[config.mk]
export PLATFORM = sky130hd
export DESIGN_NAME = optical_serial_frame_receiver_unit
export DESIGN_NICKNAME = d
export VERILOG_FILES = /design/src/sv/osfr_pkg.sv /design/src/sv/osfr_frame_buffer.sv /design/src/sv/osfr_rx_state.sv /design/src/sv/optical_serial_frame_receiver_unit.sv
export SDC_FILE = /design/constraint.sdc
export NUM_CORES = 1
export LEC_CHECK = 0
export BUFFER_PORTS_ARGS = -buffer_cell sky130_fd_sc_hd__buf_2
export CORE_AREA = 2 2 314 316
export DETAILED_ROUTE_END_ITERATION = 12
export DIE_AREA = 0 0 316 318
export SETUP_SLACK_MARGIN = 0.4
export SLEW_MARGIN = 20
export SYNTH_ARGS = -nofsm -noshare
export SYNTH_HDL_FRONTEND = slang
export SYNTH_SLANG_ARGS = --single-unit
[constraint.sdc]
create_clock -name clock -period 4.84 [get_ports clock]
set_clock_uncertainty 0.2 [all_clocks]
set_input_delay 0.242 -clock clock [delete_from_list [all_inputs] [get_ports clock]]
set_output_delay 0.242 -clock clock [all_outputs]
set_load 0.05 [all_outputs]
[src/sv/osfr_pkg.sv]
// Shared constants and types of the optical serial frame receiver.
`timescale 1ns / 1ps

package osfr_pkg;

   // Number of bytes that one frame can hold.
   localparam int unsigned BUFFER_DEPTH = 64;
   localparam int unsigned ADDR_W  = (BUFFER_DEPTH > 1) ? $clog2(BUFFER_DEPTH) : 1;
   localparam int unsigned INDEX_W = $clog2(BUFFER_DEPTH + 1);

   localparam int unsigned HALF_W  = 8;
   localparam int unsigned GAP_W   = 4;
   localparam int unsigned TICK_W  = 9;
   localparam int unsigned PHASE_W = 4;
   localparam int unsigned BYTE_W  = 8;
   localparam int unsigned CSR_INDEX_W = 1;
   localparam int unsigned CSR_DATA_W  = 8;

   localparam logic [CSR_INDEX_W-1:0] CSR_HALF_BIT_TICKS  = 1'd0;
   localparam logic [CSR_INDEX_W-1:0] CSR_GAP_BIT_PERIODS = 1'd1;

   localparam logic [HALF_W-1:0] HALF_BIT_TICKS_RESET  = 8'd60;
   localparam logic [GAP_W-1:0]  GAP_BIT_PERIODS_RESET = 4'd3;

   localparam logic [PHASE_W-1:0] PHASE_START_CHECK = 4'd1;
   localparam logic [PHASE_W-1:0] PHASE_STOP        = 4'd10;
   localparam logic [PHASE_W-1:0] PHASE_MAX         = 4'd15;
   localparam logic [GAP_W-1:0]   GAP_MAX           = 4'd15;

   // Write port of the frame buffer.
   typedef struct packed {
      logic              en;
      logic [ADDR_W-1:0] addr;
      logic [BYTE_W-1:0] data;
   } buf_write_type;

   // One result of the step logic.
   typedef struct packed {
      logic              valid;
      logic [BYTE_W-1:0] data;
      logic              last;
      logic              overflow;
   } result_type;

   // Frame status seen by the top level.
   typedef struct packed {
      logic               draining;
      logic [INDEX_W-1:0] wr_index;
      logic [INDEX_W-1:0] rd_index;
   } status_type;

endpackage

[src/sv/osfr_frame_buffer.sv]
// Frame byte store with one write port and one registered read port.
`timescale 1ns / 1ps

module osfr_frame_buffer
   import osfr_pkg::*;
(
   input  logic              clock,
   input  buf_write_type     wr,
   input  logic [ADDR_W-1:0] rd_addr,
   output logic [BYTE_W-1:0] rd_data
);

   logic [BYTE_W-1:0] mem [BUFFER_DEPTH];
   logic [BYTE_W-1:0] rd_data_ff;

   always_ff @(posedge clock) begin
      if (wr.en) begin
         mem[wr.addr] <= wr.data;
      end
   end

   // A write to the address being read is passed straight through.
   always_ff @(posedge clock) begin
      if (wr.en && (wr.addr == rd_addr)) begin
         rd_data_ff <= wr.data;
      end else begin
         rd_data_ff <= mem[rd_addr];
      end
   end

   assign rd_data = rd_data_ff;

endmodule

[src/sv/osfr_rx_state.sv]
// Receiver state registers and the per-tick step logic.
`timescale 1ns / 1ps

module osfr_rx_state
   import osfr_pkg::*;
(
   input  logic              clock,
   input  logic              reset,
   input  logic              advance,
   input  logic              line_level,
   input  logic              sink_ready,
   input  logic [HALF_W-1:0] half_bit_ticks,
   input  logic [GAP_W-1:0]  gap_bit_periods,
   output result_type        result,
   output status_type        status
);

   logic [PHASE_W-1:0] bit_phase_ff,  bit_phase_in;
   logic [TICK_W-1:0]  tick_count_ff, tick_count_in;
   logic [BYTE_W-1:0]  shift_reg_ff,  shift_reg_in;
   logic               byte_good_ff,  byte_good_in;
   logic [GAP_W-1:0]   gap_count_ff,  gap_count_in;
   logic               active_ff,     active_in;
   logic               armed_ff,      armed_in;
   logic               prev_level_ff, prev_level_in;
   logic [INDEX_W-1:0] wr_index_ff,   wr_index_in;
   logic [INDEX_W-1:0] rd_index_ff,   rd_index_in;
   logic               draining_ff,   draining_in;
   logic               overflow_ff,   overflow_in;

   buf_write_type     buf_wr;
   logic [BYTE_W-1:0] buf_rd_data;

   osfr_frame_buffer u_buffer (
      .clock   (clock),
      .wr      (buf_wr),
      .rd_addr (rd_index_in[ADDR_W-1:0]),
      .rd_data (buf_rd_data)
   );

   // The buffer output always holds the entry at the current read index.
   always_comb begin
      logic [TICK_W-1:0]  tick_next;
      logic [PHASE_W-1:0] phase_next;
      logic [GAP_W-1:0]   gap_next;

      bit_phase_in  = bit_phase_ff;
      tick_count_in = tick_count_ff;
      shift_reg_in  = shift_reg_ff;
      byte_good_in  = byte_good_ff;
      gap_count_in  = gap_count_ff;
      active_in     = active_ff;
      armed_in      = armed_ff;
      prev_level_in = prev_level_ff;
      wr_index_in   = wr_index_ff;
      rd_index_in   = rd_index_ff;
      draining_in   = draining_ff;
      overflow_in   = overflow_ff;
      result        = '0;
      buf_wr        = '0;
      tick_next     = tick_count_ff + 1'b1;
      phase_next    = bit_phase_ff;
      gap_next      = gap_count_ff;

      // Drain first.
      if (draining_ff && sink_ready) begin
         if (rd_index_ff < wr_index_ff) begin
            result.valid    = 1'b1;
            result.data     = buf_rd_data;
            result.last     = ((rd_index_ff + 1'b1) == wr_index_ff);
            result.overflow = overflow_ff;
            rd_index_in     = rd_index_ff + 1'b1;
         end else begin
            draining_in   = 1'b0;
            wr_index_in   = '0;
            rd_index_in   = '0;
            shift_reg_in  = '0;
            bit_phase_in  = '0;
            tick_count_in = '0;
            overflow_in   = 1'b0;
            armed_in      = 1'b1;
         end
      end

      // Then start edge detection, then bit timing.
      if (!draining_in && armed_in && prev_level_ff && !line_level) begin
         armed_in      = 1'b0;
         byte_good_in  = 1'b1;
         tick_count_in = '0;
         shift_reg_in  = '0;
         gap_count_in  = '0;
         bit_phase_in  = '0;
         active_in     = 1'b1;
      end else if (active_ff) begin
         if (bit_phase_ff == '0) begin
            if (tick_next >= {1'b0, half_bit_ticks}) begin
               tick_count_in = '0;
               bit_phase_in  = PHASE_START_CHECK;
               if (!line_level) begin
                  byte_good_in = 1'b0;
               end
            end else begin
               tick_count_in = tick_next;
            end
         end else if (tick_next < {half_bit_ticks, 1'b0}) begin
            tick_count_in = tick_next;
         end else begin
            tick_count_in = '0;
            if (bit_phase_ff < PHASE_MAX) begin
               phase_next = bit_phase_ff + 1'b1;
            end
            bit_phase_in = phase_next;
            if (phase_next >= PHASE_STOP) begin
               // Stop sample and the gap periods after it.
               if (phase_next == PHASE_STOP) begin
                  if (!line_level) begin
                     byte_good_in = 1'b0;
                  end
                  armed_in = 1'b1;
               end
               if (byte_good_in) begin
                  if (wr_index_ff < INDEX_W'(BUFFER_DEPTH)) begin
                     buf_wr.en   = 1'b1;
                     buf_wr.addr = wr_index_ff[ADDR_W-1:0];
                     buf_wr.data = shift_reg_ff;
                     wr_index_in = wr_index_ff + 1'b1;
                  end else begin
                     overflow_in = 1'b1;
                  end
                  byte_good_in = 1'b0;
               end
               if (gap_count_ff < GAP_MAX) begin
                  gap_next = gap_count_ff + 1'b1;
               end
               gap_count_in = gap_next;
               if (gap_next >= gap_bit_periods) begin
                  active_in     = 1'b0;
                  armed_in      = 1'b0;
                  bit_phase_in  = '0;
                  tick_count_in = '0;
                  rd_index_in   = '0;
                  draining_in   = 1'b1;
               end
            end else if (phase_next > PHASE_START_CHECK) begin
               shift_reg_in = {shift_reg_ff[BYTE_W-2:0], line_level};
            end
         end
      end

      prev_level_in = line_level;

      // Hold everything while no tick is being processed.
      if (!advance) begin
         bit_phase_in  = bit_phase_ff;
         tick_count_in = tick_count_ff;
         shift_reg_in  = shift_reg_ff;
         byte_good_in  = byte_good_ff;
         gap_count_in  = gap_count_ff;
         active_in     = active_ff;
         armed_in      = armed_ff;
         prev_level_in = prev_level_ff;
         wr_index_in   = wr_index_ff;
         rd_index_in   = rd_index_ff;
         draining_in   = draining_ff;
         overflow_in   = overflow_ff;
         buf_wr.en     = 1'b0;
      end
   end

   always_ff @(posedge clock) begin
      if (reset) begin
         bit_phase_ff  <= '0;
         tick_count_ff <= '0;
         shift_reg_ff  <= '0;
         byte_good_ff  <= 1'b1;
         gap_count_ff  <= '0;
         active_ff     <= 1'b0;
         armed_ff      <= 1'b1;
         prev_level_ff <= 1'b1;
         wr_index_ff   <= '0;
         rd_index_ff   <= '0;
         draining_ff   <= 1'b0;
         overflow_ff   <= 1'b0;
      end else begin
         bit_phase_ff  <= bit_phase_in;
         tick_count_ff <= tick_count_in;
         shift_reg_ff  <= shift_reg_in;
         byte_good_ff  <= byte_good_in;
         gap_count_ff  <= gap_count_in;
         active_ff     <= active_in;
         armed_ff      <= armed_in;
         prev_level_ff <= prev_level_in;
         wr_index_ff   <= wr_index_in;
         rd_index_ff   <= rd_index_in;
         draining_ff   <= draining_in;
         overflow_ff   <= overflow_in;
      end
   end

   assign status.draining = draining_ff;
   assign status.wr_index = wr_index_ff;
   assign status.rd_index = rd_index_ff;

endmodule

[src/sv/optical_serial_frame_receiver_unit.sv]
// Top level of the optical serial frame receiver.
`timescale 1ns / 1ps

// Each request carries one sampling tick of the receive line (line_level) and
// the downstream ready flag for that tick (sink_ready). The block accepts one
// request in every clock cycle while req_stall is low; a request is held in an
// input register, the receiver state and the frame buffer are updated by one
// pass of step logic, and any drained byte lands in a result register. That
// result register is the only place where the two sides meet: while a result
// waits under rsp_stall the next request can still be taken, and req_stall
// rises only when the input register is full and the result register cannot be
// freed. The 64-entry frame buffer is a memory with a registered read port
// whose address is driven from the next read index, so draining also runs at
// one byte per ready tick. The buffer needs no clearing pass after reset: only
// entries that were written in the current frame are ever read. The two
// configuration registers, half_bit_ticks (index 0) and gap_bit_periods
// (index 1), are always ready and should be written only while no request is
// in flight.
module optical_serial_frame_receiver_unit
   import osfr_pkg::*;
(
   input  logic                   clock,
   input  logic                   reset,

   input  logic                   req_valid,
   output logic                   req_stall,
   input  logic                   req_line_level,
   input  logic                   req_sink_ready,

   output logic                   rsp_valid,
   input  logic                   rsp_stall,
   output logic [BYTE_W-1:0]      rsp_out_byte,
   output logic                   rsp_out_last,
   output logic                   rsp_frame_overflow,

   input  logic                   csr_valid,
   output logic                   csr_ready,
   input  logic [CSR_INDEX_W-1:0] csr_index,
   input  logic [CSR_DATA_W-1:0]  csr_data
);

   // Configuration registers.
   logic [HALF_W-1:0] half_bit_ticks_ff;
   logic [GAP_W-1:0]  gap_bit_periods_ff;

   assign csr_ready = 1'b1;

   always_ff @(posedge clock) begin
      if (reset) begin
         half_bit_ticks_ff  <= HALF_BIT_TICKS_RESET;
         gap_bit_periods_ff <= GAP_BIT_PERIODS_RESET;
      end else if (csr_valid && csr_ready) begin
         case (csr_index)
            CSR_HALF_BIT_TICKS:  half_bit_ticks_ff  <= csr_data[HALF_W-1:0];
            CSR_GAP_BIT_PERIODS: gap_bit_periods_ff <= csr_data[GAP_W-1:0];
            default: ;
         endcase
      end
   end

   // Input register. The step logic runs when the input register holds a
   // request and the result register is empty or being emptied.
   logic       in_valid_ff;
   logic       in_level_ff;
   logic       in_ready_ff;
   logic       out_free;
   logic       advance;

   assign out_free  = !rsp_valid || !rsp_stall;
   assign advance   = in_valid_ff && out_free;
   assign req_stall = in_valid_ff && !out_free;

   always_ff @(posedge clock) begin
      if (reset) begin
         in_valid_ff <= 1'b0;
      end else if (!req_stall) begin
         in_valid_ff <= req_valid;
      end
   end

   always_ff @(posedge clock) begin
      if (!req_stall && req_valid) begin
         in_level_ff <= req_line_level;
         in_ready_ff <= req_sink_ready;
      end
   end

   result_type result;
   status_type status;

   osfr_rx_state u_state (
      .clock           (clock),
      .reset           (reset),
      .advance         (advance),
      .line_level      (in_level_ff),
      .sink_ready      (in_ready_ff),
      .half_bit_ticks  (half_bit_ticks_ff),
      .gap_bit_periods (gap_bit_periods_ff),
      .result          (result),
      .status          (status)
   );

   // Result register.
   logic              out_valid_ff;
   logic [BYTE_W-1:0] out_byte_ff;
   logic              out_last_ff;
   logic              out_overflow_ff;

   always_ff @(posedge clock) begin
      if (reset) begin
         out_valid_ff <= 1'b0;
      end else if (out_free) begin
         out_valid_ff <= advance && result.valid;
      end
   end

   always_ff @(posedge clock) begin
      if (advance && result.valid) begin
         out_byte_ff     <= result.data;
         out_last_ff     <= result.last;
         out_overflow_ff <= result.overflow;
      end
   end

   assign rsp_valid          = out_valid_ff;
   assign rsp_out_byte       = out_byte_ff;
   assign rsp_out_last       = out_last_ff;
   assign rsp_frame_overflow = out_overflow_ff;

   // The drain never passes the fill point of the frame buffer.
   a_read_behind_write: assert property (@(posedge clock) disable iff (reset)
      status.rd_index <= status.wr_index)
      else $error("read index passed write index");

   // The fill point never goes beyond the buffer depth.
   a_write_in_range: assert property (@(posedge clock) disable iff (reset)
      status.wr_index <= INDEX_W'(BUFFER_DEPTH))
      else $error("write index beyond buffer depth");

   // A drained byte only comes out of a frame that is draining.
   a_result_while_draining: assert property (@(posedge clock) disable iff (reset)
      advance && result.valid |-> status.draining)
      else $error("result produced outside of draining");

   // A produced byte shows up in the result register on the next cycle.
   a_result_registered: assert property (@(posedge clock) disable iff (reset)
      advance && result.valid |=> rsp_valid && (rsp_out_last == $past(result.last)))
      else $error("produced result not presented");

   // Requests are held back only while a finished result is stalled.
   a_stall_cause: assert property (@(posedge clock) disable iff (reset)
      req_stall |-> rsp_valid && rsp_stall)
      else $error("request stalled without a stalled result");

endmodule
==> Word level (Yosys, flattened, before mapping) <==
Memories as Yosys holds them, arrays and structs flattened. A register that Yosys moved wholly into a read port is not among the register bits.
Index checks and enable logic that the tools add are counted.
{ "totals": {"reg_bits": 71, "mem_bits_rw": 512, "inputBits": 16, "out_inout_bits": 13, "wordCells": 186, "memories": 1} }
{ "mem_list": {"columns": ["memory", "depth", "word_bits", "rd", "rd_clocked_by_memory_dff", "wr", "line_no", "text"], "rows": [
  ["u_state.u_buffer.mem", 64, 8, 1, 1, 1, "osfr_frame_buffer.sv:13", "logic [BYTE_W-1:0] mem [BUFFER_DEPTH];"]
]} }
{ "classes": {"n_addsub": 5, "magnitude_cmp": 9, "n_eq_ne": 7, "muxes": 115, "bitwise_logic": 1, "reduce_logical": 26} }
{ "op_table": {"columns": ["operator", "n"], "rows": [
  ["$mux W7", 17],
  ["$mux W15", 7],
  ["$mux W4", 25],
  ["$mux W8", 8],
  ["$mux W9", 7],
  ["$mux W1", 48],
  ["$mux W11", 2],
  ["$add A7 B1 Y7 const B", 2],
  ["$reduce_and A5 Y1", 2],
  ["$add A9 B1 Y9 const B", 1],
  ["$ge A9 B8 Y1", 1],
  ["$lt A9 B9 Y1", 1],
  ["$add A4 B1 Y4 const B", 2],
  ["$logic_and A1 B1 Y1", 8],
  ["$lt A4 B4 Y1 const B", 2],
  ["$eq A7 B7 Y1", 1],
  ["$lt A7 B7 Y1", 1],
  ["$lt A7 B7 Y1 const B", 1],
  ["$logic_not A1 Y1", 6],
  ["$mux W6", 1],
  ["$ne A3 B2 Y1 const B", 2],
  ["$reduce_and A2 Y1", 3],
  ["$reduce_bool A3 Y1", 2],
  ["$eq A4 B4 Y1 const B", 1],
  ["other kinds (10)", 12]
]} }

==> Depth between registers and ports, before layout <==
{ "logic_depth": {"word_depth": 24, "ltp_mapped": 15, "mapped_depth_nobuf": 14} }

==> Hierarchy <==
A second synthesis with hierarchy kept.
{ "hier_totals": {"hier_cells": 1541, "hier_area_um2": 24962.7} }
{ "modules_own_cells": {"columns": ["module", "instances", "cells_each", "area_each_um2", "seq_area_each_um2"], "rows": [
  ["osfr_frame_buffer", 1, 970, 20150.6, 15494.9],
  ["osfr_rx_state", 1, 492, 3836.2, 900.9],
  ["optical_serial_frame_receiver_unit", 1, 79, 975.9, 640.6]
]} }

==> Least setup slack after synthesis <==
OpenSTA, ideal clock, no wires.
{ "synth_path": {"path_type": "reg-to-reg", "startpoint": "register u_state.tick_count_ff[0]", "endpoint": "memory u_state.u_buffer.mem[0][7] (data pin)", "setup_time_ns": 0.367, "arrival_ns": 3.596, "t_required_ns": 4.273, "path_slack_ns": 0.677, "path_stages_with_launch": 14, "path_buffers": 1, "period_less_slack_ns": 4.163, "path_cell_list": "dfxtp_1 ha_1 nand3_2 or2_1 nor2_1 xnor2_1 inv_1 ha_1 and4_1 o2111ai_1 a21bo_2 nor2_2 buf_4 and2_1"} }
{ "synth_rtl": {"columns": ["element", "line_no", "text"], "rows": [
  ["start: declaration", "osfr_rx_state.sv:19", "logic [TICK_W-1:0] tick_count_ff, tick_count_in;"],
  ["start signal: assignment", "osfr_rx_state.sv:186", "tick_count_ff <= tick_count_in;"],
  ["end: declaration", "osfr_frame_buffer.sv:13", null]
]} }

==> results.yml <==
floorplan:
  fp-row-count: 115
  io_pins: 29
  core_um2: 97400
  dieArea_um2: 100000
  die_x_um: 316
  die_h_um: 318
  start_util_pct: 24.8
finish:
  final_nets: 1542
  post-route-util_pct: 29.5
  layout-drive-gt1-share_pct: 26.1
  fillCellCount: 9445
  regArea_um2: 17000
  multi_input_area_um2: 6750
  areaGrowthSynthToFinish_pct: 18.9
  stdcell_area_um2: 28700
  antenna_cells: 0
yosys:
  synth_top_area_share_pct: 65.1
  synth_fa_ha_area_share_pct: 1.76
  yosysWarnings: 0
  synth-async-reset-ratio_pct: 0
  synth-main-ff-cell: "edfxtp_1"
  netlist_instances: 1329
  synth_area_per_cell_um2: 18.2
  synth_area_um2: 24200
  seq_area_frac_synth_pct: 70.5
  yosysMostFrequentCell: "edfxtp_1"
  synth_simple_gate_area_share_pct: 5.76
  synth_compound_area_share_pct: 3.88
  synth_mux_area_share_pct: 15.7
  synth_area_leaders: "edfxtp_1 65%, mux4_2 15%, dfxtp_1 5.4%, ha_1 1.8%, nor2_1 1.6%"
  synth_edf_count: 524
  ys_types: 76
  synth_fp_nets: 1379
  synth_xor_area_share_pct: 0.725
  synth_top_family_by_area: "multiplexers"
  synth_top_area_cell: "edfxtp_1"
  synth_seq_cells: 589
  synth.top_cells.by_count: "524 x edfxtp_1, 160 x mux4_2, 100 x nor2_1, 65 x dfxtp_1, 64 x nand2_1"
timing:
  finalSetupTns_ps: 0
  fmax_mhz: 245
  finalCriticalPeriod_ps: 4080
  slew_violations: 0
  worst_pin_slew_ps: 903
  setup_viol: 0
  fin_crit_sh_pct: 84.4
  setup_slack_ps: 756
  slew_headroom_pct: 39.7
  rsz0062_at_grt: "false"
  hold_viol_final: 0
route:
  first_iter_violations: 1178
  avgViaCountPerCell: 4.52
  postRouteAntennaNets: 0
  vias: 12800
  drc_errors: 0
  wl_per_cell_um: 19.7
  first_pass_iters: 7
  wl_um: 55600
power:
  p_total_mw: 9.97
  peakVddDrop_uv: 306
  leakage_nw: 10.3
  p_per_area_nw_per_um2: 347
run_status:
  outcome: "finished, final reports clean"
worst_setup_path:
  cp_slowest_cell: "dfxtp_1"
  crit_chain: "ha_1, nand3_2, or2_1, nor2_1, xnor2_1, inv_1, ha_1, and4_1, a221o_1, a31oi_2, a21bo_2, nor2_2, buf_4, and2_2, buf_12"
  crit_path_max_fanout: 64
  cp.required_ps: 4970
  path_class: "flip-flop to flip-flop"
  cpPeakStageDelay_ps: 400
  cp-end-kind: "flip-flop"
  cpMostUsedCell: "ha_1"
  arrival_ps: 4210
  start_kind: "flip-flop"
placement:
  postPlaceCellArea_um2: 26500
  place_hpwl_um: 34700
  gp_congestion: 0.832
  portBuffers: 27
  pre_cts_slack_ps: 374
clock_network:
  clkSinkCount: 589
  ctsHtreeMaxLevel: 2
  tritoncts: "built"
  clock_path_buffers: 3
  clkTransAtPathRegs_ps: 60
  cts_setup_buffers: 0
  cts_inserted_buffers: 58
  clock_latency_ps: 640
  root_buffer: "clkbuf_16"
grt:
  groute.usage.overall_pct: 11.0
  grt_max_degree: 65
  grt_pass1_vias: 13000
  overflow: 0
  antenna_found_initial: 0
  grt_pass1_wl_um: 84100
run:
  drv_cap: 0
hold_path:
  hold_path_class: "input port to flip-flop"
-- repair_timing --
item	4_1_cts	5_1_grt
hold buffers	35	0
gates resized for setup	1	1
pin swaps	0	1
endpoints found under the setup margin	7	844
gates cloned	0	1
hold endpoints to repair	28	0
-- sequential cells by signal, indices dropped and copies added, names as in the netlist, 4 cells and up, named ones only --
name	cells
u_state.bit_phase_ff	4
u_state.rd_index_ff	7
u_state.gap_count_ff	4
u_state.shift_reg_ff	8
u_state.wr_index_ff	7
u_state.u_buffer.mem	512
half_bit_ticks_ff	8
u_state.tick_count_ff	9
rsp_out_byte	8
gap_bit_periods_ff	4
-- metal layers --
layer	track usage, %	part of all wire (%)	wire, um
met5	0	0	0
met4	2.54	1.8	978
met3	2.28	6.9	3860
met2	17.6	47	26400
met1	15.2	44	24400
-- logic make-up (layout without fill, tap and decap cells) --
logic type	after synthesis	in the layout
simple gates	287	288
buf+inv	89	294
xor+xnor	20	20
fa+ha+maj	34	34
compound gates	130	130
mux	179	179
other cells	1	1
flops	589	589
-- through the flow --
stage	cells	hold slack, ps
after floorplan	1329	141
after global placement	2683	222
after detailed placement	2683	229
after CTS	2821	128
after global routing	2822	148
final	2822	170
-- critical path, delay by kind of cell, from the launching register on --
family	cells	cell delay [ps]
buf+inv	3	420
xor+xnor	1	180
compound gates	3	860
fa+ha+maj	2	570
flops	1	400
simple gates	6	1130
-- path summary, 6_finish.rpt --
check	cells past startpoint	end	startpoint	slack (ps)
min reg2reg	2	u_state.overflow_ff	u_state.overflow_ff	260
max	15	u_state.u_buffer.mem[26][1]	u_state.tick_count_ff[0]	760
min	2	in_ready_ff	req_sink_ready	170
max reg2reg	15	u_state.u_buffer.mem[26][1]	u_state.tick_count_ff[0]	760
-- power breakdown --
part	total, mW	switching, mW	leakage [nW]	internal (mW)
registers	5.46	0.00755	6.62	5.46
logic	0.0940	0.0536	2.81	0.0404
clock network	4.41	1.94	0.899	2.47
-- cells in the final DEF (no fill, tap or decap), types with 18 or more instances in the layout --
master         count
buf_4             87
inv_1             31
nor2_1            99
dlygate4sd3_1     35
dfxtp_1           62
nand3_1           31
a21oi_1           26
ha_1              34
mux4_2           160
clkbuf_16         58
mux2i_1           18
edfxtp_1         524
buf_2             27
nand2_1           64
-- area by class of cell --
type / instances / share of cell area (%)
Sequential cell: 589 / 59.3
Multi-Input combinational cell: 652 / 23.5
Tap cell: 1287 / 5.61
Clock buffer: 68 / 5.18
Timing Repair Buffer: 160 / 4.73
Clock inverter: 35 / 1.22
Inverter: 31 / 0.405
Note: power is estimated with default switching activity, not from simulation.
